$ cat src/sv/papd_pkg.sv
// Shared types and constants for the plateau-aware peak detector.
package papd_pkg;

	localparam int INDEX_BITS  = 16;
	localparam int SAMPLE_BITS = 24;
	localparam int CFG_BITS    = 16;

	// Reset values of the configuration registers.
	localparam logic [CFG_BITS-1:0] SEQ_LENGTH_RESET = 16'd0;
	localparam logic [CFG_BITS-1:0] MIN_LENGTH_RESET = 16'd50;

	// Top value of the index and run-length counters.
	localparam logic [INDEX_BITS-1:0] INDEX_TOP = {INDEX_BITS{1'b1}};

	// Configuration register indexes.
	typedef enum logic [0:0] {
		REG_SEQUENCE_LENGTH = 1'b0,
		REG_MIN_LENGTH      = 1'b1
	} cfg_reg_t;

	// One input item.
	typedef struct packed {
		logic                          first;
		logic signed [SAMPLE_BITS-1:0] sample;
	} sample_item_t;

	// One result item.
	typedef struct packed {
		logic signed [SAMPLE_BITS-1:0] peak_value;
		logic [INDEX_BITS-1:0]         peak_index;
	} peak_item_t;

endpackage

$ cat src/sv/plateau_aware_peak_detector_unit.sv
// Streaming peak detector that finds strict peaks and flat-topped peaks.
// A sample passes the input register; its peak, if any, goes to the result register.
// Throughput: one sample per cycle when not stalled; the per-sample state update is
// a single compare of two samples plus counter updates between the input and result
// registers. Reset: arst_n clears the sequence state and pipeline valids and loads
// the configuration defaults (sequence_length 0, min_length 50).
module plateau_aware_peak_detector_unit (
	input  logic                       clk,
	input  logic                       arst_n,
	input  logic                       sample_valid,
	output logic                       sample_stall,
	input  papd_pkg::sample_item_t     sample_item,
	output logic                       peak_valid,
	input  logic                       peak_stall,
	output papd_pkg::peak_item_t       peak_item,
	input  logic                       cfg_write,
	input  papd_pkg::cfg_reg_t         cfg_index,
	input  logic [papd_pkg::CFG_BITS-1:0] cfg_data
);
	import papd_pkg::*;

	// Configuration registers.
	logic [CFG_BITS-1:0] seq_length_q;
	logic [CFG_BITS-1:0] min_length_q;

	// Input stage.
	logic         valid_s1;
	sample_item_t item_s1;

	// Sequence state.
	logic signed [SAMPLE_BITS-1:0] prev_sample_q;
	logic [INDEX_BITS-1:0]         sample_index_q;
	logic                          last_step_up_q;
	logic                          flat_after_rise_q;
	logic [INDEX_BITS-1:0]         flat_start_q;
	logic [INDEX_BITS-1:0]         flat_run_len_q;

	// Result register.
	logic       peak_valid_q;
	peak_item_t peak_item_q;

	// Working values for the sample in the input stage.
	logic                  advance;
	logic [INDEX_BITS-1:0] idx;
	logic                  cur_up;
	logic                  cur_flat;
	logic [INDEX_BITS-1:0] cur_start;
	logic [INDEX_BITS-1:0] cur_len;
	logic                  in_range;
	logic                  rise;
	logic                  level;
	logic                  fall;
	logic [INDEX_BITS:0]   half_run;
	logic [INDEX_BITS:0]   pos;
	logic [INDEX_BITS+1:0] pos_end;
	logic                  peak_found;
	logic                  emit;
	logic                  nxt_up;
	logic                  nxt_flat;
	logic [INDEX_BITS-1:0] nxt_start;
	logic [INDEX_BITS-1:0] nxt_len;

	// The pipeline moves whenever the result register is free or being taken.
	assign advance      = !(peak_valid_q && peak_stall);
	assign sample_stall = !advance;
	assign peak_valid   = peak_valid_q;
	assign peak_item    = peak_item_q;

	// Configuration writes.
	always_ff @(posedge clk or negedge arst_n) begin
		if (!arst_n) begin
			seq_length_q <= SEQ_LENGTH_RESET;
			min_length_q <= MIN_LENGTH_RESET;
		end else if (cfg_write) begin
			unique case (cfg_index)
				REG_SEQUENCE_LENGTH: seq_length_q <= cfg_data;
				REG_MIN_LENGTH:      min_length_q <= cfg_data;
				default: ;
			endcase
		end
	end

	// Input register.
	always_ff @(posedge clk or negedge arst_n) begin
		if (!arst_n) begin
			valid_s1 <= 1'b0;
		end else if (advance) begin
			valid_s1 <= sample_valid;
		end
	end

	always_ff @(posedge clk) begin
		if (advance && sample_valid) begin
			item_s1 <= sample_item;
		end
	end

	// A first mark starts the sequence state over before the sample is used.
	always_comb begin
		idx       = item_s1.first ? '0 : sample_index_q;
		cur_up    = item_s1.first ? 1'b0 : last_step_up_q;
		cur_flat  = item_s1.first ? 1'b0 : flat_after_rise_q;
		cur_start = item_s1.first ? '0 : flat_start_q;
		cur_len   = item_s1.first ? '0 : flat_run_len_q;
	end

	// Classify the step and work out the candidate peak position.
	always_comb begin
		in_range = idx < seq_length_q;
		rise     = (idx != '0) && (item_s1.sample > prev_sample_q);
		level    = (idx != '0) && (item_s1.sample == prev_sample_q);
		fall     = (idx != '0) && (item_s1.sample < prev_sample_q);
		half_run = ({1'b0, cur_len} + 1'b1) >> 1;
		if (cur_flat) begin
			pos = {1'b0, cur_start} + half_run;
		end else begin
			pos = {1'b0, idx} - 1'b1;
		end
		pos_end    = {1'b0, pos} + 2'd3;
		peak_found = fall && (cur_flat || cur_up);
		emit       = valid_s1 && in_range && peak_found
			&& (seq_length_q >= min_length_q)
			&& (pos != '0)
			&& (pos_end <= {2'b00, seq_length_q});
	end

	// Next sequence state.
	always_comb begin
		nxt_up    = cur_up;
		nxt_flat  = cur_flat;
		nxt_start = cur_start;
		nxt_len   = cur_len;
		if (rise) begin
			nxt_flat = 1'b0;
			nxt_up   = 1'b1;
		end else if (level) begin
			if (cur_flat) begin
				if (cur_len != INDEX_TOP) begin
					nxt_len = cur_len + 1'b1;
				end
			end else if (cur_up) begin
				nxt_flat  = 1'b1;
				nxt_start = idx - 1'b1;
				nxt_len   = {{(INDEX_BITS-1){1'b0}}, 1'b1};
			end
			nxt_up = 1'b0;
		end else if (fall) begin
			nxt_flat = 1'b0;
			nxt_up   = 1'b0;
		end
	end

	// State update; a sample past the set length only applies a first mark's restart.
	always_ff @(posedge clk or negedge arst_n) begin
		if (!arst_n) begin
			prev_sample_q     <= '0;
			sample_index_q    <= '0;
			last_step_up_q    <= 1'b0;
			flat_after_rise_q <= 1'b0;
			flat_start_q      <= '0;
			flat_run_len_q    <= '0;
		end else if (advance && valid_s1) begin
			if (in_range) begin
				prev_sample_q     <= item_s1.sample;
				sample_index_q    <= (idx != INDEX_TOP) ? idx + 1'b1 : idx;
				last_step_up_q    <= nxt_up;
				flat_after_rise_q <= nxt_flat;
				flat_start_q      <= nxt_start;
				flat_run_len_q    <= nxt_len;
			end else begin
				sample_index_q    <= idx;
				last_step_up_q    <= cur_up;
				flat_after_rise_q <= cur_flat;
				flat_start_q      <= cur_start;
				flat_run_len_q    <= cur_len;
			end
		end
	end

	// Result register.
	always_ff @(posedge clk or negedge arst_n) begin
		if (!arst_n) begin
			peak_valid_q <= 1'b0;
		end else if (advance) begin
			peak_valid_q <= emit;
		end
	end

	always_ff @(posedge clk) begin
		if (advance && emit) begin
			peak_item_q.peak_value <= prev_sample_q;
			peak_item_q.peak_index <= pos[INDEX_BITS-1:0];
		end
	end

	// A stall toward the source only comes from a held result.
	assert property (@(posedge clk) disable iff (!arst_n)
		sample_stall |-> peak_valid_q)
		else $error("input stalled without a pending result");

	// Index zero can never be reported.
	assert property (@(posedge clk) disable iff (!arst_n)
		peak_valid_q |-> (peak_item_q.peak_index != '0))
		else $error("peak reported at index zero");

	// A flat run after a rise and a pending rise exclude each other.
	assert property (@(posedge clk) disable iff (!arst_n)
		flat_after_rise_q |-> !last_step_up_q)
		else $error("flat run and rise flags both set");

	// An open flat run always has at least one equal step.
	assert property (@(posedge clk) disable iff (!arst_n)
		flat_after_rise_q |-> (flat_run_len_q != '0))
		else $error("open flat run with zero length");

endmodule

$ cat config.mk
export PLATFORM = sky130hd
export DESIGN_NAME = plateau_aware_peak_detector_unit
export DESIGN_NICKNAME = d
export VERILOG_FILES = /design/src/sv/papd_pkg.sv /design/src/sv/plateau_aware_peak_detector_unit.sv
export SDC_FILE = /design/constraint.sdc
export NUM_CORES = 1
export LEC_CHECK = 0
export BUFFER_PORTS_ARGS = -buffer_cell sky130_fd_sc_hd__buf_2
export CORE_MARGIN = 4
export CORE_UTILIZATION = 35
export CTS_BUF_LIST = sky130_fd_sc_hd__clkbuf_4 sky130_fd_sc_hd__clkbuf_8
export CTS_CLUSTER_SIZE = 12
export DETAILED_ROUTE_END_ITERATION = 6
export HOLD_SLACK_MARGIN = 0.08
export PLACE_DENSITY = 0.6
export SYNTH_ARGS = -nofsm -noshare
export SYNTH_HDL_FRONTEND = slang
export SYNTH_SLANG_ARGS = --single-unit
$ cat constraint.sdc
create_clock -name clk -period 16.22 [get_ports clk]
set_input_delay 0 -clock clk [delete_from_list [all_inputs] [get_ports clk]]
set_output_delay 0 -clock clk [all_outputs]
set_load 0.02 [all_outputs]
==> qor.yml, run 1 <==
status: "complete, no violations"
synth_area_leader_cell: "dfrtp_1"
drtAntennaViolNets: 0
hpwlAfterDp_um: 21600
drive_gt1_share_pct: 13.7
finalPower_mw: 1.28
root_buffer: "clkbuf_8"
postCtsResizedCells: 0
max_slew.worst_pin.slew_ns: 1.16
area_growth_pct: 18.2
wire_per_inst_um: 18.1
p_int_mw: 0.796
clk_pin_slew_ns: 0.11
nNetsFinal: 1412
clk_latency_ns: 0.49
arrival_ns: 7.99
max_freq_mhz: 127
min_period_ns: 7.85
relSlewSlack_pct: 22.2
yosysWarningCount: 0
rsz0062_at_grt: "no"
setup_viol: 0
grt_pass1_vias: 9109
rows: 64
clock_sinks: 173
grt_usage_pct: 18.2
post_synth.cell_area_avg_um2: 9.63
cts_buffers: 17
num-fill-cells: 3003
synth_cells: 1129
multi_input_area_um2: 5700
regArea_um2: 4660
end_kind: "flop"
antennaDiodeCount: 0
p_seq_share_pct: 40.3
path_max_fanout: 75
peakVddDrop_uv: 58.4
drt-pass1-iter-count: 7
swShare_pct: 37.9
htree_levels: 4
yosysMostFrequentCell: "nand2_1"
post-cts-setup-buffers: 0
dpl-instance-area_um2: 11700
synth_edf_count: 65
comb_power_share_pct: 34.6
cts_buffer_depth: 2
hold_class: "in -> async"
ys_ff_latch: 173
routed_wirelength_um: 30400
drc_errors: 0
die_w_um: 184
grt_pass1_wl_um: 49100
yosysTopAreaCellShare_pct: 24.2
post-place-ws_ns: 8.50
final_area_um2: 12900
gp_congestion: 0.903
design.core.area_um2: 30600
io_pins: 89
synth.distinct_cells: 78
vias: 9100
setup-tns-final_ns: 0
setup_ws_ns: 8.37
required_ns: 16.36
worst_setup_path_start_kind: "flop"
viasPerCell: 5.42
hold_viol_final: 0
drv_slew: 0
ys.flop_type: "dfrtp_1"
clkPwrFrac_pct: 25.1
synth_nets: 1271
die_area_um2: 33900
synth_common_cells: "nand2_1, dfrtp_1, ha_1"
antenna_found_initial: 0
grt_max_degree: 76
synth.yosys.seq_area_share_pct: 42.9
skew_ns: 0.0205
cts_tree: "yes"
post-route-period-util_pct: 48.4
synth_area_leaders: "dfrtp_1, edfxtp_1, ha_1"
maxCapViolCount: 0
p_leak_nw: 5.57
start_util_pct: 35.5
grt_remaining_overflow: 0
drt_iter0_drc: 849
powerDensity_nw_per_um2: 99.8
port_buffers: 88
die_h_um: 184
netlist_area_um2: 10900
p_switching_mw: 0.487
crit_type: "reg -> reg"
synthArstFlopShare_pct: 62.4
==> layout by cell type (no fill, tap or decap), types with 15 or more instances in the layout <==
cell type,n
o21ai_0,93
nor2b_1,36
xor2_1,22
inv_1,84
clkbuf_8,18
dlygate4sd3_1,74
a21oi_1,44
edfxtp_1,65
dfrtp_1,105
xnor2_1,29
a21o_1,15
nand2_1,118
nand3_1,46
buf_2,87
mux2_2,17
ha_1,94
nor2_1,65
nand4_1,25
==> power groups by stage <==
stage                     Combinational [mW]  Clock (mW)  Sequential, mW
final                                  0.443       0.322           0.517
after global routing                   0.492       0.348           0.522
after CTS                              0.439       0.329           0.517
after detailed placement               0.419           0           0.526
after global placement                 0.413           0           0.525
after floorplan                        0.313           0           0.517
==> final cells by class <==
cell class | instances | area share (%)
clock buffer | 18 | 1.93
sequential | 173 | 36.2
multi-input combinational | 821 | 44.3
clock inverter | 14 | 1.32
tap | 396 | 3.86
inverter | 84 | 2.45
timing repair buffer | 173 | 9.85
==> cell families after synthesis <==
group                      after synthesis  synth area share [%]
and+or+nand+nor                        381                  18.2
AOI/OAI and AO/OA                      268                  16.4
DFF                                    173                  42.9
buffers and inverters                  135                  4.87
adders and majority gates               95                  11.0
xor gates and xnor gates                51                  4.11
muxes                                   26                  2.59
==> path summary, 6_finish.rpt <==
kind / from / to / slack, ns / cells after the start
max reg2reg: item_s1[24] / peak_item[18] / 8.37 / 27
max in group asynchronous: arst_n / flat_start_q[14] / 14.88 / 3
max: item_s1[24] / peak_item[18] / 8.37 / 27
min reg2reg: prev_sample_q[13] / peak_item[29] / 0.46 / 0
min in group clk: sample_valid / item_s1[21] / 0.12 / 2
min: arst_n / peak_valid / 0.09 / 2
==> stage by stage <==
stage	hold WS [ns]	cells	utilization (%)
after floorplan	-0.296	1129	-
after global placement	0.0992	1573	38.2
after detailed placement	0.113	1573	38.2
after CTS	0.0985	1679	42.0
after global routing	0.115	1679	42.0
final	0.0878	1679	42.0
==> flip-flops by register name (all words and copies together), names as in the netlist <==
| register | count |
|---|---|
| peak_item | 40 |
| seq_length_q | 16 |
| min_length_q | 16 |
| flat_start_q | 16 |
| prev_sample_q | 24 |
| flat_run_len_q | 16 |
| flat_after_rise_q | 1 |
| last_step_up_q | 1 |
| sample_index_q | 16 |
| item_s1 | 25 |
| peak_valid | 1 |
| valid_s1 | 1 |
==> critical path: stages, from the launching register on <==
cell,delay [ns]
edfxtp_1,0.38
buf_4,0.37
and4b_1,0.51
and4_1,0.29
nand3_1,0.14
or2_2,0.37
nor2_1,0.13
xnor2_1,0.13
nor2_1,0.09
ha_1,0.44
nand4_1,0.14
o221ai_1,0.15
a31oi_1,0.24
mux2i_1,0.12
o2111ai_1,0.52
o211ai_1,0.33
nor2_1,0.20
xnor2_1,0.08
ha_1,0.33
a21oi_1,0.16
o21ai_0,0.10
a22o_1,0.25
o31a_1,0.24
o32ai_1,0.15
and3_1,0.20
nand4b_1,0.15
nor3_2,0.75
buf_4,0.51
==> routing by layer <==
metal / share of wire [%] / global-route usage, % / up-vias
met2: 45 / 28.7 / 306
met3: 7.0 / 4.30 / 36
met5: 0 / 0 / -
li1: - / - / 4368
met1: 46 / 25.5 / 4390
met4: 1.6 / 4.50 / 0
==> repair_timing <==
| item | CTS | global route |
|---|---|---|
| endpoints found under the hold margin | 109 | 0 |
| endpoints found under the setup margin | 0 | 0 |
| hold buffers | 74 | 0 |
(Power assumes the default switching activity.)
==> inputs of run 2 (changes only) <==
Settings changed: ABC_AREA from default to 1, PLACE_DENSITY 0.6 to 0.62.
Clock period 16.22 ns to 6.5 ns, I/O delays scaled along.
==> qor.yml, run 2 <==
status: "complete, no violations"
gp_congestion: 0.924  # +2.3%
dp_cells: 2140  # +36%
start_util_pct: 35.8  # +0.29 points
cp_common_cell: "nand2_1"
multi_input_area_um2: 6240  # +9.5%
p_switching_mw: 1.21  # +150%
cts_hold_buf: 46  # -38%
fin_cells: 2219  # +32%
max_slew.worst_pin.slew_ns: 1.13  # -0.0321 ns
p_int_mw: 1.93  # +140%
drt-pass1-iter-count: 5  # -2
post-route-period-util_pct: 88.4  # +40 points
viasPerCell: 4.86  # -10%
r2r-end: "peak_item[21]"
p_seq_share_pct: 40.6  # +0.3 points
grt_usage_pct: 18.0  # -0.18 points
hold_class: "in -> async"
postCtsResizedCells: 0  # unchanged
layout_commonest_cell: "nand2_1"
cts_buffer_depth: 2  # unchanged
critPathMaxStageDelay_ns: 0.51  # -0.24 ns
synth_common_cells: "nand2_1, inv_1, nor2_1"
setup-tns-final_ns: 0  # unchanged
setup_viol: 0  # unchanged
r2r_slack_ns: 0.75  # -7.62 ns
die_w_um: 194  # +5.4%
synth_area_leader_cell: "dfrtp_1"
synth_nets: 1775  # +40%
synth.distinct_cells: 50  # -36%
io_pins: 89  # unchanged
synth.yosys.seq_area_share_pct: 38.4  # -4.5 points
cp-endpoint: "peak_item[21]"
dpl-instance-area_um2: 13000  # +11%
end_kind: "flop"
path_buf_inv: 4  # +2
clkPwrFrac_pct: 27.0  # +1.9 points
maxCapViolCount: 0  # unchanged
path_delay_family: "simple AND/OR/NAND/NOR gates"
nNetsFinal: 1899  # +34%
hold_viol_final: 0  # unchanged
ys_ff_latch: 173  # unchanged
drive_gt1_share_pct: 12.5  # -1.2 points
finalPower_mw: 3.14  # +150%
clk_latency_ns: 0.49  # about the same
post-cts-setup-buffers: 0  # unchanged
mostFrequentLayoutCells: "nand2_1, inv_1, nor2_1, o21ai_0, nand3_1"
yosysTopAreaCellShare_pct: 21.7  # -2.5 points
comb_power_share_pct: 32.4  # -2.2 points
die_area_um2: 37700  # +11%
max_freq_mhz: 174  # +37%
root_buffer: "clkbuf_8"
regArea_um2: 4660  # unchanged
rows: 67  # +4.7%
final_area_um2: 13900  # +8.3%
grt_pass1_vias: 10400  # +15%
drv_slew: 0  # unchanged
yosysMostFrequentCell: "nand2_1"
area_growth_pct: 14.7
swShare_pct: 38.5  # +0.59 points
antenna_found_initial: 1  # +1
synthArstFlopShare_pct: 62.4  # unchanged
startpoint: "item_s1[24]"
grt_max_degree: 59  # -22%
skew_ns: 0.0232  # +0.00274 ns
netlist_area_um2: 12100  # +12%
drt_iter0_drc: 882  # +3.9%
p_leak_nw: 6.99  # +25%
synth_edf_count: 65  # unchanged
wire_per_inst_um: 15.3  # -15%
ys.flop_type: "dfrtp_1"
cts_buffers: 17  # unchanged
synth_cells: 1633  # +45%
min_period_ns: 5.75  # -2.10 ns
largest_reg_flops: 40  # unchanged
grt_remaining_overflow: 0  # unchanged
worst-path-stages: 36  # +33%
rr_worst_depth: 36  # +33%
yosysWarningCount: 0  # unchanged
r2r_start: "item_s1[24]"
hpwlAfterDp_um: 26500  # +22%
drc_errors: 0  # unchanged
grt_pass1_wl_um: 55000  # +12%
routed_wirelength_um: 34100  # +12%
clock_sinks: 173  # unchanged
relSlewSlack_pct: 24.6  # +2.4 points
drtAntennaViolNets: 0  # unchanged
cts_tree: "yes"
peakVddDrop_uv: 168  # +190%
slowest_stage: "edfxtp_1"
design.core.area_um2: 33900  # +11%
die_h_um: 194  # +5.4%
post-place-ws_ns: 0.823  # -7.68 ns
required_ns: 6.68  # -9.68 ns
powerDensity_nw_per_um2: 226  # +130%
synth_area_leaders: "dfrtp_1, edfxtp_1, nand2_1"
crit_type: "reg -> reg"
rsz0062_at_grt: "no"
htree_levels: 4  # unchanged
arrival_ns: 5.93  # -2.06 ns
post_synth.cell_area_avg_um2: 7.43  # -23%
path_max_fanout: 32  # -57%
vias: 10800  # +19%
worst_setup_path_start_kind: "flop"
clk_pin_slew_ns: 0.12  # about the same
setup_ws_ns: 0.752  # -7.62 ns
port_buffers: 88  # unchanged
num-fill-cells: 3504  # +17%
-- run 2: logic make-up (layout without fill, tap and decap cells) --
group / count (synthesis) / after routing / synth area share, %
AO/OA/AOI/OAI: 208 / 208 / 9.31
XOR/XNOR: 32 / 32 / 2.31
adder cells (fa/ha/maj): 95 / 95 / 9.86
buffers and inverters: 314 / 451 / 10.3
flip-flops: 173 / 173 / 38.4
other: 0 / 1 / 0
AND/OR/NAND/NOR: 811 / 811 / 29.8
-- run 2: cell type report --
type | count | share of cell area [%]
Clock inverter | 15 | 1.43
Sequential cell | 173 | 33.5
Timing Repair Buffer | 143 | 7.06
Tap cell | 448 | 4.03
Multi-Input combinational cell | 1146 | 44.8
Antenna cell | 1 | 0.0180
Inverter | 276 | 7.50
Clock buffer | 17 | 1.68
-- run 2: how the worst min path moves through the flow --
stage | from | to | slack, ns | cells past startpoint
after floorplan | arst_n | flat_after_rise_q | -0.30 | 0
after global placement | arst_n | min_length_q[14] | 0.08 | 1
after detailed placement | arst_n | min_length_q[14] | 0.08 | 1
after CTS | arst_n | min_length_q[14] | 0.08 | 2
after global routing | arst_n | min_length_q[14] | 0.13 | 2
final | arst_n | seq_length_q[15] | 0.08 | 2
-- run 2: power groups by stage --
stage                     sequential [mW]  combinational (mW)  clock [mW]
after CTS                            1.28                1.01       0.871
after global routing                 1.29                1.15       0.912
after global placement               1.30               0.968           0
final                                1.28                1.02       0.848
after detailed placement             1.30               0.987           0
after floorplan                      1.29               0.711           0
-- run 2: through the flow --
stage | hold WS (ns) | utilization [%]
4_1_cts | 0.0829 | 41.1
5_1_grt | 0.126 | 41.1
2_1_floorplan | -0.296 | -
3_3_place_gp | 0.0760 | 38.5
6_report | 0.0839 | 41.1
3_5_place_dp | 0.0821 | 38.5
-- run 2: worst reg2reg max path: cells and delay by family, from the launching register on --
kind,cells,cell delay [ns]
xor+xnor,2,0.32
compound gates,1,0.18
buf+inv,4,0.65
fa+ha+maj,2,0.68
flops,1,0.51
simple gates,27,3.10
-- run 2: metal layers --
layer,track usage [%],share of wire [%],vias to the layer above
met2,30.1,47,265
met5,0,0,-
met1,23.7,45,4995
li1,-,-,5468
met3,2.85,4.4,58
met4,6.67,3.4,0
==> inputs of run 3 (changes only) <==
Settings changed: CORE_UTILIZATION 35 to 57, PLACE_DENSITY 0.62 to 0.88.
==> qor.yml, run 3 (synthesis gave the netlist of run 2 again) <==
design.core.area_um2: 21000  # -38%
port_buffers: 88  # unchanged
area_growth_pct: 13.4
gp_congestion: 0.967  # +4.7%
required_ns: 6.68  # about the same
rr_worst_depth: 36  # unchanged
peakVddDrop_uv: 165  # -1.4%
rsz0062_at_grt: "no"
use_met2_pct: 50.0  # +20 points
holdWs_ns: 0.240  # +0.156 ns
status: "complete, but fails checks"
top_usage_layer: "met2"
antenna_found_initial: 0  # -1
layout_commonest_cell: "nand2_1"
clk_pin_slew_ns: 0.10  # -0.02 ns
wire_per_inst_um: 16.6  # +8.2%
crit_type: "reg -> reg"
dpl-instance-area_um2: 12800  # -1.5%
grt_remaining_overflow: 0  # unchanged
powerDensity_nw_per_um2: 227  # +0.55%
use_met3_pct: 4.78  # +1.9 points
utilization_pct: 65.7  # +25 points
nNetsFinal: 1906  # +0.37%
relSlewSlack_pct: 26.1  # +1.4 points
die_w_um: 154  # -21%
grt_pass1_vias: 11000  # +5.6%
grt_pass1_wl_um: 54900  # -0.18%
cts_buffer_depth: 2  # unchanged
mostFrequentLayoutCells: "nand2_1, inv_1, nor2_1, o21ai_0, nand3_1"
drive_gt1_share_pct: 12.8  # +0.23 points
routed_wirelength_um: 34100  # about the same
hold_viol_final: 0  # unchanged
cts_buffers: 17  # unchanged
clk_latency_ns: 0.48  # about the same
max_slew.worst_pin.slew_ns: 1.11  # -0.0215 ns
met1_usage_pct: 36.0  # +12 points
die_area_um2: 23700  # -37%
final_area_um2: 13800  # -1.2%
post-route-period-util_pct: 85.9  # -2.5 points
io_pins: 89  # unchanged
viasPerCell: 5.49  # +13%
setup_ws_ns: 0.915  # +0.163 ns
fin_cells: 2052  # -7.5%
setup-tns-final_ns: 0  # unchanged
hpwlAfterDp_um: 25100  # -5.2%
skew_ns: 0.0229  # -0.000314 ns
cts_tree: "yes"
slowest_stage: "ha_1"
vias: 11300  # +4.5%
maxCapViolCount: 0  # unchanged
htree_levels: 4  # unchanged
finalPower_mw: 3.13  # -0.61%
root_buffer: "clkbuf_8"
start_util_pct: 57.9  # +22 points
largest_reg_flops: 40  # unchanged
drv_slew: 0  # unchanged
drt_iter0_drc: 1036  # +17%
hold_depth: 2
clock_sinks: 173  # unchanged
arrival_ns: 5.76  # -0.17 ns
max_freq_mhz: 179  # +2.9%
drtAntennaViolNets: 0  # unchanged
worst_setup_path_start_kind: "flop"
hold_class: "in -> reg"
cp_common_cell: "nand2_1"
path_max_fanout: 30  # -6.3%
p_leak_nw: 7.03  # +0.56%
antennaDiodeCount: 0  # -1
drc_errors: 2  # +2
drt-pass1-iter-count: 7  # +2
grt_max_degree: 66  # +12%
grt_usage_pct: 28.9  # +11 points
die_h_um: 154  # -21%
critPathMaxStageDelay_ns: 0.38  # -0.13 ns
post-place-ws_ns: 0.671  # -0.152 ns
postCtsResizedCells: 0  # unchanged
end_kind: "flop"
setup_viol: 0  # unchanged
violations: "DRC"
min_period_ns: 5.59  # -0.163 ns
dp_cells: 1969  # -8.0%
rows: 53  # -21%
## run 3: worst paths after layout
check                                       from           endpoint  slack, ns
max in group asynchronous                 arst_n    min_length_q[6]       4.68
worst min register to register  prev_sample_q[8]      peak_item[24]       0.46
min in group asynchronous                 arst_n  flat_run_len_q[5]       0.59
worst min-delay path             sample_item[19]        item_s1[19]       0.24
worst max-delay path                 item_s1[24]      peak_item[19]       0.91
worst max register to register       item_s1[24]      peak_item[19]       0.91
## run 3: where the power goes
group	switching, mW	leakage (nW)	internal [mW]
Combinational	0.688	4.82	0.348
Clock	0.466	0.218	0.348
Sequential	0.0495	1.99	1.23
Total	1.20	7.03	1.92
## run 3: timing repair
action / in CTS / in global routing
hold buffers: 48 / 0
hold endpoints to repair: 102 / 0
endpoints found under the setup margin: 0 / 24
setup buffers: 0 / 3
## run 3: layout make-up
type,instances,area (um^2)
clock buffer,19,262
multi-input combinational,1146,6240
fill,1783,7190
timing repair buffer,150,1040
inverter,276,1040
sequential,173,4660
tap,275,344
clock inverter,13,173
## run 3: worst max-delay path, delay by kind of cell, from the launching register on
kind	cells	cell delay (ns)
AO/OA/AOI/OAI	1	0.16
flip-flops	1	0.37
buffers and inverters	4	0.56
XOR/XNOR	2	0.32
AND/OR/NAND/NOR	27	3.17
adder cells (fa/ha/maj)	2	0.67
## run 3: metal layers
layer  part of all wire, %  vias up
met5                     0        -
met2                    49      462
met4                   4.0        0
met1                    41     5220
met3                   5.8      108
li1                      -     5481
